==> config.mk <==
export PLATFORM = sky130hd
export DESIGN_NAME = trial_division_primality
export DESIGN_NICKNAME = d
export VERILOG_FILES = /design/src/hdl/tdp_pkg.sv /design/src/hdl/tdp_dpath.sv /design/src/hdl/tdp_ctrl.sv /design/src/hdl/trial_division_primality.sv
export VERILOG_INCLUDE_DIRS = /design/src /design/src/hdl
export SDC_FILE = /design/constraint.sdc
export NUM_CORES = 1
export LEC_CHECK = 0
export ABC_CLOCK_PERIOD_IN_PS = 16400
export BUFFER_PORTS_ARGS = -buffer_cell sky130_fd_sc_hd__buf_4
export CORE_MARGIN = 2
export CORE_UTILIZATION = 61
export CTS_BUF_LIST = sky130_fd_sc_hd__clkbuf_8
export CTS_CLUSTER_DIAMETER = 40
export CTS_CLUSTER_SIZE = 14
export DETAILED_ROUTE_END_ITERATION = 8
export PLACE_DENSITY_LB_ADDON = 0.1
export SLEW_MARGIN = 15
export SYNTH_ARGS = -nofsm -noshare
export SYNTH_HDL_FRONTEND = slang
export SYNTH_SLANG_ARGS = --single-unit
export TNS_END_PERCENT = 20
==> constraint.sdc <==
create_clock -name clk_i -period 16.4 [get_ports clk_i]
set_input_delay 3.28 -clock clk_i [delete_from_list [all_inputs] [get_ports clk_i]]
set_output_delay 3.28 -clock clk_i [all_outputs]
set_load 0.1 [all_outputs]
==> src/hdl/trial_division_primality_defines.svh <==
// ---------------------------------------------------------------------------
// Trial division primality: assertion macros
// Shared assertion forms, clocked on clk_i and quiet while rst_ni is low.
// ---------------------------------------------------------------------------
`ifndef TRIAL_DIVISION_PRIMALITY_DEFINES_SVH
`define TRIAL_DIVISION_PRIMALITY_DEFINES_SVH

// same-cycle implication
`define TDP_ASSERT_IMP(lbl, pre, post, msg) \
  lbl: assert property (@(posedge clk_i) disable iff (!rst_ni) (pre) |-> (post)) \
    else $error(msg);

// next-cycle implication
`define TDP_ASSERT_NXT(lbl, pre, post, msg) \
  lbl: assert property (@(posedge clk_i) disable iff (!rst_ni) (pre) |=> (post)) \
    else $error(msg);

`endif

==> src/hdl/tdp_pkg.sv <==
// ---------------------------------------------------------------------------
// Trial division primality: package
// Widths, defaults and the command/status bundles between control and data.
// ---------------------------------------------------------------------------
package tdp_pkg;

  // default operand width and fixed candidate port width
  localparam int TDP_WORD_WIDTH = 32;
  localparam int TDP_CAND_WIDTH = 32;

  // controller -> datapath
  typedef struct packed {
    logic load;       // capture candidate, set divisor to three
    logic div_start;  // begin a remainder pass
    logic div_step;   // one restoring-division bit
    logic next_div;   // advance to the next odd divisor
  } tdp_cmd_t;

  // datapath -> controller
  typedef struct packed {
    logic trivial;        // decided without division
    logic trivial_prime;  // verdict for the trivial case
    logic in_range;       // divisor squared is at most the candidate
    logic div_last;       // final bit of the remainder pass
    logic rem_zero;       // remainder is zero
  } tdp_stat_t;

endpackage

==> src/hdl/tdp_dpath.sv <==
// ---------------------------------------------------------------------------
// Trial division primality: datapath
// Holds the candidate, the odd divisor and its square, and a bit-serial
// restoring remainder unit that produces one bit per cycle.
// ---------------------------------------------------------------------------
`include "trial_division_primality_defines.svh"

module tdp_dpath import tdp_pkg::*; #(
  parameter int WORD_WIDTH = TDP_WORD_WIDTH
) (
  input  logic                      clk_i,
  input  logic                      rst_ni,
  input  logic [TDP_CAND_WIDTH-1:0] candidate_i,
  input  tdp_cmd_t                  cmd_i,
  output tdp_stat_t                 stat_o
);

  localparam int CW = $clog2(WORD_WIDTH);

  logic [WORD_WIDTH-1:0] n_q, n_d;
  logic [WORD_WIDTH-1:0] d_q, d_d;
  logic [WORD_WIDTH+1:0] sq_q, sq_d;
  logic [WORD_WIDTH-1:0] rem_q, rem_d;
  logic [WORD_WIDTH-1:0] shift_q, shift_d;
  logic [CW-1:0]         cnt_q, cnt_d;
  logic [WORD_WIDTH:0]   trial;
  logic [WORD_WIDTH:0]   diff;

  // one restoring step: shift in next dividend bit, subtract if it fits
  assign trial = {rem_q, shift_q[WORD_WIDTH-1]};
  assign diff  = trial - {1'b0, d_q};

  // next-state logic
  always_comb begin
    n_d     = n_q;
    d_d     = d_q;
    sq_d    = sq_q;
    rem_d   = rem_q;
    shift_d = shift_q;
    cnt_d   = cnt_q;
    if (cmd_i.load) begin
      n_d  = WORD_WIDTH'(candidate_i);
      d_d  = WORD_WIDTH'(3);
      sq_d = (WORD_WIDTH+2)'(9);
    end
    if (cmd_i.div_start) begin
      rem_d   = '0;
      shift_d = n_q;
      cnt_d   = '0;
    end
    if (cmd_i.div_step) begin
      rem_d   = diff[WORD_WIDTH] ? trial[WORD_WIDTH-1:0] : diff[WORD_WIDTH-1:0];
      shift_d = {shift_q[WORD_WIDTH-2:0], 1'b0};
      cnt_d   = cnt_q + CW'(1);
    end
    // (d+2)^2 = d^2 + 4d + 4
    if (cmd_i.next_div) begin
      d_d  = d_q + WORD_WIDTH'(2);
      sq_d = sq_q + {d_q, 2'b00} + (WORD_WIDTH+2)'(4);
    end
  end

  // registers
  always_ff @(posedge clk_i or negedge rst_ni) begin
    if (!rst_ni) begin
      cnt_q <= '0;
    end else begin
      cnt_q <= cnt_d;
    end
  end

  always_ff @(posedge clk_i) begin
    n_q     <= n_d;
    d_q     <= d_d;
    sq_q    <= sq_d;
    rem_q   <= rem_d;
    shift_q <= shift_d;
  end

  // status back to the controller
  always_comb begin
    stat_o.trivial       = (n_q < WORD_WIDTH'(4)) || !n_q[0];
    stat_o.trivial_prime = (n_q == WORD_WIDTH'(2)) || (n_q == WORD_WIDTH'(3));
    stat_o.in_range      = sq_q <= {2'b00, n_q};
    stat_o.div_last      = cnt_q == CW'(WORD_WIDTH-1);
    stat_o.rem_zero      = rem_q == '0;
  end

  // checks
  `TDP_ASSERT_NXT(a_rem_below_div, cmd_i.div_step, rem_q < d_q, "remainder not below divisor")
  `TDP_ASSERT_IMP(a_div_odd, cmd_i.div_step, d_q[0], "divisor is even")
  `TDP_ASSERT_NXT(a_sq_grows, cmd_i.next_div, sq_q > $past(sq_q), "divisor square did not grow")

endmodule

==> src/hdl/tdp_ctrl.sv <==
// ---------------------------------------------------------------------------
// Trial division primality: controller
// Sequences classify, range check, remainder pass and test per divisor, and
// owns the output register.
// ---------------------------------------------------------------------------
`include "trial_division_primality_defines.svh"

module tdp_ctrl import tdp_pkg::*; (
  input  logic      clk_i,
  input  logic      rst_ni,
  input  logic      in_valid_i,
  output logic      in_stall_o,
  output logic      out_valid_o,
  input  logic      out_stall_i,
  output logic      prime_o,
  output tdp_cmd_t  cmd_o,
  input  tdp_stat_t stat_i
);

  typedef enum logic [2:0] {
    S_IDLE,
    S_CLASSIFY,
    S_CHECK,
    S_DIV,
    S_TEST,
    S_FINISH
  } state_e;

  state_e state_q;
  logic   verdict_q;
  logic   out_valid_q;
  logic   prime_q;
  logic   out_free;

  assign in_stall_o  = state_q != S_IDLE;
  assign out_valid_o = out_valid_q;
  assign prime_o     = prime_q;
  assign out_free    = !out_valid_q || !out_stall_i;

  // commands decoded from state and status
  always_comb begin
    cmd_o.load      = (state_q == S_IDLE) && in_valid_i;
    cmd_o.div_start = (state_q == S_CHECK) && stat_i.in_range;
    cmd_o.div_step  = state_q == S_DIV;
    cmd_o.next_div  = (state_q == S_TEST) && !stat_i.rem_zero;
  end

  // state and output register
  always_ff @(posedge clk_i or negedge rst_ni) begin
    if (!rst_ni) begin
      state_q     <= S_IDLE;
      verdict_q   <= 1'b0;
      out_valid_q <= 1'b0;
      prime_q     <= 1'b0;
    end else begin
      // beat taken downstream; finish reloads the register itself
      if (out_valid_q && !out_stall_i && (state_q != S_FINISH)) begin
        out_valid_q <= 1'b0;
      end
      case (state_q)
        S_IDLE: begin
          if (in_valid_i) begin
            state_q <= S_CLASSIFY;
          end
        end
        S_CLASSIFY: begin
          if (stat_i.trivial) begin
            verdict_q <= stat_i.trivial_prime;
            state_q   <= S_FINISH;
          end else begin
            state_q <= S_CHECK;
          end
        end
        S_CHECK: begin
          if (stat_i.in_range) begin
            state_q <= S_DIV;
          end else begin
            verdict_q <= 1'b1;
            state_q   <= S_FINISH;
          end
        end
        S_DIV: begin
          if (stat_i.div_last) begin
            state_q <= S_TEST;
          end
        end
        S_TEST: begin
          if (stat_i.rem_zero) begin
            verdict_q <= 1'b0;
            state_q   <= S_FINISH;
          end else begin
            state_q <= S_CHECK;
          end
        end
        S_FINISH: begin
          if (out_free) begin
            out_valid_q <= 1'b1;
            prime_q     <= verdict_q;
            state_q     <= S_IDLE;
          end
        end
        default: begin
          state_q <= S_IDLE;
        end
      endcase
    end
  end

  // checks
  `TDP_ASSERT_NXT(a_load_classify, cmd_o.load, state_q == S_CLASSIFY, "load did not classify")
  `TDP_ASSERT_NXT(a_div_stays, (state_q == S_DIV) && !stat_i.div_last, state_q == S_DIV, "cut short")
  `TDP_ASSERT_IMP(a_out_from_finish, $rose(out_valid_q), $past(state_q == S_FINISH), "no finish")

endmodule

==> src/hdl/trial_division_primality.sv <==
// ---------------------------------------------------------------------------
// Trial division primality
// Reports whether an unsigned candidate is prime by dividing by odd numbers
// from three while the divisor squared does not exceed the candidate.
// ---------------------------------------------------------------------------
//   channel | direction | handshake               | payload
//   --------+-----------+-------------------------+------------
//   in      | input     | in_valid_i/in_stall_o   | candidate_i
//   out     | output    | out_valid_o/out_stall_i | prime_o
//
// Values below four and even values are decided at classify, without division.
// Odd candidates take a range check, a remainder pass and a test per odd divisor
// tried, the pass set by the bit-serial remainder unit (one quotient bit per
// cycle); the worst case is about 2^(WORD_WIDTH/2 - 1) divisors.
// One item at a time; a new beat is taken while an earlier result waits.
// No state survives between items; reset returns the controller to idle.
// ---------------------------------------------------------------------------
module trial_division_primality import tdp_pkg::*; #(
  parameter int WORD_WIDTH = TDP_WORD_WIDTH
) (
  input  logic                      clk_i,
  input  logic                      rst_ni,
  input  logic                      in_valid_i,
  output logic                      in_stall_o,
  input  logic [TDP_CAND_WIDTH-1:0] candidate_i,
  output logic                      out_valid_o,
  input  logic                      out_stall_i,
  output logic                      prime_o
);

  tdp_cmd_t  cmd;
  tdp_stat_t stat;

  // sequencer
  tdp_ctrl u_ctrl (
    .clk_i       (clk_i),
    .rst_ni      (rst_ni),
    .in_valid_i  (in_valid_i),
    .in_stall_o  (in_stall_o),
    .out_valid_o (out_valid_o),
    .out_stall_i (out_stall_i),
    .prime_o     (prime_o),
    .cmd_o       (cmd),
    .stat_i      (stat)
  );

  // divisor and remainder datapath
  tdp_dpath #(
    .WORD_WIDTH (WORD_WIDTH)
  ) u_dpath (
    .clk_i       (clk_i),
    .rst_ni      (rst_ni),
    .candidate_i (candidate_i),
    .cmd_i       (cmd),
    .stat_o      (stat)
  );

endmodule
## Word-level counts from Yosys, hierarchy flattened

Index checks and enable logic that the tools add are counted.

| word-level totals | value |
|---|---|
| input port bits | 36 |
| word-level logic and storage cells | 79 |
| flip-flop bits (word level) | 173 |

| operators by class | value |
|---|---|
| muxes and demuxes | 25 |
| $add $sub $neg | 5 |
| eq/ne operators | 15 |
| magnitude comparators | 2 |
| reductions and logical operators | 21 |

Operator list:

| operator | number |
|---|---|
| $mux 32 | 7 |
| $mux 34 | 2 |
| $eq 32x2->1 const B | 2 |
| $add 34x3->34 const B | 1 |
| $add 34x34->34 | 1 |
| $le 34x32->1 | 1 |
| $sub 33x32->33 | 1 |
| $add 32x2->32 const B | 1 |
| $logic_not 32->1 | 1 |
| $lt 32x3->1 const B | 1 |
| $mux 3 | 6 |
| $pmux 3 s6 | 1 |
| $mux 5 | 2 |
| $eq 3x2->1 const B | 2 |
| $eq 3x3->1 const B | 2 |
| $mux 1 | 6 |
| $ne 2x1->1 const B | 3 |
| $ne 2x2->1 const B | 3 |
| $reduce_bool 3->1 | 2 |
| $add 5x1->5 const B | 1 |
| $eq 5x5->1 const B | 1 |
| $logic_and 1x1->1 | 5 |
| $logic_not 1->1 | 4 |
| $reduce_and 4->1 | 1 |
| other kinds (8) | 11 |

## Longest topological paths before layout

| depth | value |
|---|---|
| depth after elaboration | 6 |
| depth in mapped cells | 13 |
| depth with buffers taken out | 12 |

## Cells and area by module

Synthesis repeated with hierarchy kept, for this count alone.

| second synthesis, totals | value |
|---|---|
| cells, all modules | 1173 |
| area, all modules | 11801.3 um^2 |

Modules (own cells, without submodules):

| module | times used | cells an instance | sequential area each (um^2) | area each (um^2) |
|---|---|---|---|---|
| tdp_dpath | 1 | 1124 | 4859.7 | 11369.7 |
| tdp_ctrl | 1 | 49 | 150.1 | 431.7 |

## Worst setup path before layout

OpenSTA, ideal clock, no wires.

| path | value |
|---|---|
| path type | in2reg |
| start point | input in_valid_i |
| end point | register u_dpath.d_q[10] (enable) |
| stages on the path | 2 |
| arrival time | 7.688 ns |
| slack | 8.144 ns |
| setup time | 0.568 ns |
| cells stage by stage | inv_1 o21ai_0 |

| on the way | value |
|---|---|
| cells in the longest elaborated chain, start to end | 2 |

RTL lines:

| element | RTL line | text |
|---|---|---|
| start, declared | trial_division_primality.sv:23 | `input logic in_valid_i,` |
| $logic_and 1x1->1 | tdp_ctrl.sv:42 | `cmd_o.load = (state_q == S_IDLE) && in_valid_i;` |
| $reduce_bool 2->1 (no source line) | n/a |  |
| end signal, assigned | tdp_dpath.sv:74 | `d_q <= d_d;` |
| end, declared | tdp_dpath.sv:21 | `logic [WORD_WIDTH-1:0] d_q, d_d;` |

Every way passes these cells.
A chain may end at the register's enable or synchronous reset.

## Worst setup path after layout

| path | value |
|---|---|
| start point | register u_ctrl.state_q[0] |
| end point | output in_stall_o |

| on the way | value |
|---|---|
| cells in the longest elaborated chain, start to end | 1 |

RTL lines:

| element | RTL line | text |
|---|---|---|
| start, declared | tdp_ctrl.sv:29 | `state_e state_q;` |
| start signal, assigned | tdp_ctrl.sv:51 | `state_q <= S_IDLE;` |
| start signal, assigned | tdp_ctrl.sv:63 | `state_q <= S_CLASSIFY;` |
| start signal, assigned | tdp_ctrl.sv:69 | `state_q <= S_FINISH;` |
| $reduce_bool 3->1 | tdp_ctrl.sv:35 | `assign in_stall_o = state_q != S_IDLE;` |
| end, declared | trial_division_primality.sv:24 | `output logic in_stall_o,` |

Every way passes these cells.

==> results.toml <==
[run_status]
status = "complete, no violations"

[global_route]
antenna_found_initial = 0
grtUsageTotal_pct = 25.1
first_global_vias = 7814
overflow = 0
grt_max_degree = 63
grt_pass1_wl_um = 39200

[timing]
max_freq_mhz = 198
rsz0062_at_grt = "false"
setup_tns_ns = 0
fin_crit_ns = 5.06
worst_slew_pin_slew_ns = 1.14
skew_ns = 0.0153
maxSlewHeadroom_pct = 24.1
setup_violations = 0
hold_viol = 0
finalCritPeriodShare_pct = 30.8
slew_violations = 0

[final_layout]
antenna_cells = 0
area_growth_pct = 8.28
fin_cells = 1351
layout-drive-gt1-share_pct = 8.82
fillers = 1421
multiInputGateArea_mm2 = 0.00588
fin_nets = 1269
seq_area_mm2 = 0.00501

[worst_setup_path]
max_stage_delay_ns = 0.52
worstPathArrival_ns = 1.78
crit_required_ns = 13.12
crit_buf_inv = 1
crit_slowest_cell = "dfrtp_1"
rrSetupSlack_ns = 12.30
criticalPathCategory = "register to primary output"
crit_family = "flip-flops"
cp.depth = 2
cp_max_fo = 12
startpoint_type = "register"
r2r.worst_path.cells = 12
end_kind = "primary output"
path_cells = "or3_1 -> buf_4"

[synth]
ys.flop_type = "edfxtp_1"
synth_area_leaders = "edfxtp_1, ha_1, xnor2_1"
syn-mean-instance-area_um2 = 10.6
synth_edf_count = 157
yosysTopAreaCellShare_pct = 41.8
syn_nets = 1227
synth_cell_types = 67
synth_top_cell_by_area = "edfxtp_1"
synth_area_mm2 = 0.0113
ys_ff_latch = 169
syn_inst = 1067
ys_async_sr_fraction_pct = 6.51
ys_seq_area_share_pct = 44.4
yosys_warnings = 0

[drt]
via_per_inst = 6.03
drt-total-wl_um = 23900
drc = 0
drt_iter0_drc = 415
dr_total_vias = 8149
dr.pass1.iters = 5
antenna_left = 0
wire_per_inst_um = 17.7

[placement]
place_hpwl_um = 17400
place_inst = 1319
numPortBuffers = 38
place.gp.congestion = 0.886

[worst_hold_path]
min_path_type = "register to register"
min_path_cells = 1

[clocking]
cts_tree = "done"
clockRootBuffer = "clkbuf_8"
insertion_delay_ns = 0.47
clk_pin_slew_ns = 0.10
h-tree-depth = 4
post_cts_buffers = 0
cts.repair.resized = 0
cts_made_buffers = 17
cts_num_sinks = 169
hold_buffers = 0
cts_max_path_buffers = 2

[die]
die_w_um = 140
start_util_pct = 62.4
core_mm2 = 0.0181
ios = 39
die-area_mm2 = 0.0196
row_count = 49
die_h_um = 140

[pwr]
cellPowerDensity_mw_per_mm2 = 200
switching_share_pct = 44.5
peakVddDrop_mv = 0.119
clock_power_share_pct = 11.9
combPwrFrac_pct = 56.1
p_switching_mw = 1.09
sequentialPowerShare_pct = 32.0
power_leakage_nw = 5.22
p_int_mw = 1.36

[run]
drv_cap = 0
## synth_stat cells (all sizes together) (8+ instances only)
master	number
buf	8
nand4	18
nor2	114
nand2	46
clkbuf	15
xor2	25
nor3	16
mux2i	29
a21oi	66
ha	122
a211oi	10
nor4	22
inv	83
nand3	17
dfrtp	11
o21a	11
edfxtp	157
and2	10
nand2b	10
a21o	51
a22o	32
o21ai	34
o21bai	8
xnor2	62
and3	12
## power by group through the flow
stage	Combinational (mW)	Sequential (mW)	Clock, mW
4_1_cts	1.37	0.781	0.298
3_5_place_dp	1.36	0.788	0
2_1_floorplan	1.10	0.770	0
3_3_place_gp	1.34	0.785	0
5_1_grt	1.53	0.799	0.312
6_report	1.37	0.782	0.291
## through the flow
step | power [mW] | hold WS, ns | utilization (%) | instance area [um2] | setup WS, ns
global placement | 2.12 | 0.488 | 65.4 | 11800 | 11.74
detailed placement | 2.14 | 0.491 | 65.4 | 11800 | 11.73
global route | 2.64 | 0.532 | 67.6 | 12200 | 11.27
floorplan | 1.87 | 0.461 | - | 11300 | 8.14
CTS | 2.45 | 0.516 | 67.6 | 12200 | 11.31
finish | 2.44 | 0.517 | 67.6 | 12200 | 11.34
## metal layers
metal	routed length [um]	GRT usage, %
met4	447	7.34
met3	1100	4.48
met5	0	0
met2	11000	39.8
met1	11400	35.8
## final timing paths
path | to | startpoint
worst max-delay path | in_stall_o | u_ctrl.state_q[0]
worst min-delay path | u_dpath.cnt_q[0] | u_dpath.cnt_q[0]
worst max register to register | u_dpath.rem_q[13] | u_dpath.shift_q[31]
worst min register to register | u_dpath.cnt_q[0] | u_dpath.cnt_q[0]
max in group asynchronous | u_dpath.cnt_q[2] | rst_ni
min in group asynchronous | u_dpath.cnt_q[3] | rst_ni
## layout by cell type (no fill, tap or decap), drive strengths merged, types with 29 or more instances in the layout
cell    synthesis  final
nor2          114    114
o21ai          34     34
edfxtp        157    157
ha            122    122
nand2          46     46
a22o           32     32
mux2i          29     29
a21o           51     51
inv            83     94
a21oi          66     66
buf             8     46
xnor2          62     62
## state kept, by name, summed over array words and instances, names as in the netlist
name	flops
u_ctrl.out_valid_o	1
u_ctrl.prime_o	1
u_ctrl.state_q	3
u_ctrl.verdict_q	1
u_dpath.cnt_q	5
u_dpath.d_q	31
u_dpath.n_q	32
u_dpath.rem_q	32
u_dpath.shift_q	32
u_dpath.sq_q	31
## cells by family (layout without fill, tap and decap cells)
family,Yosys count,in the layout,share of synthesized area [%]
mux,30,30,2.67
fa+ha+maj,124,124,13.9
compound gates,259,259,15.8
xor+xnor,87,87,6.92
simple gates,292,292,12.5
flops,169,169,44.4
buf+inv,106,161,3.75
## final cells by class
cell class	count	area share (%)
multi-input combinational	792	48.1
sequential	169	41.0
timing repair buffer	46	2.83
inverter	83	2.55
tap	229	2.35
clock buffer	17	1.91
clock inverter	15	1.22
No activity file was read; power rests on OpenSTA's default activity.
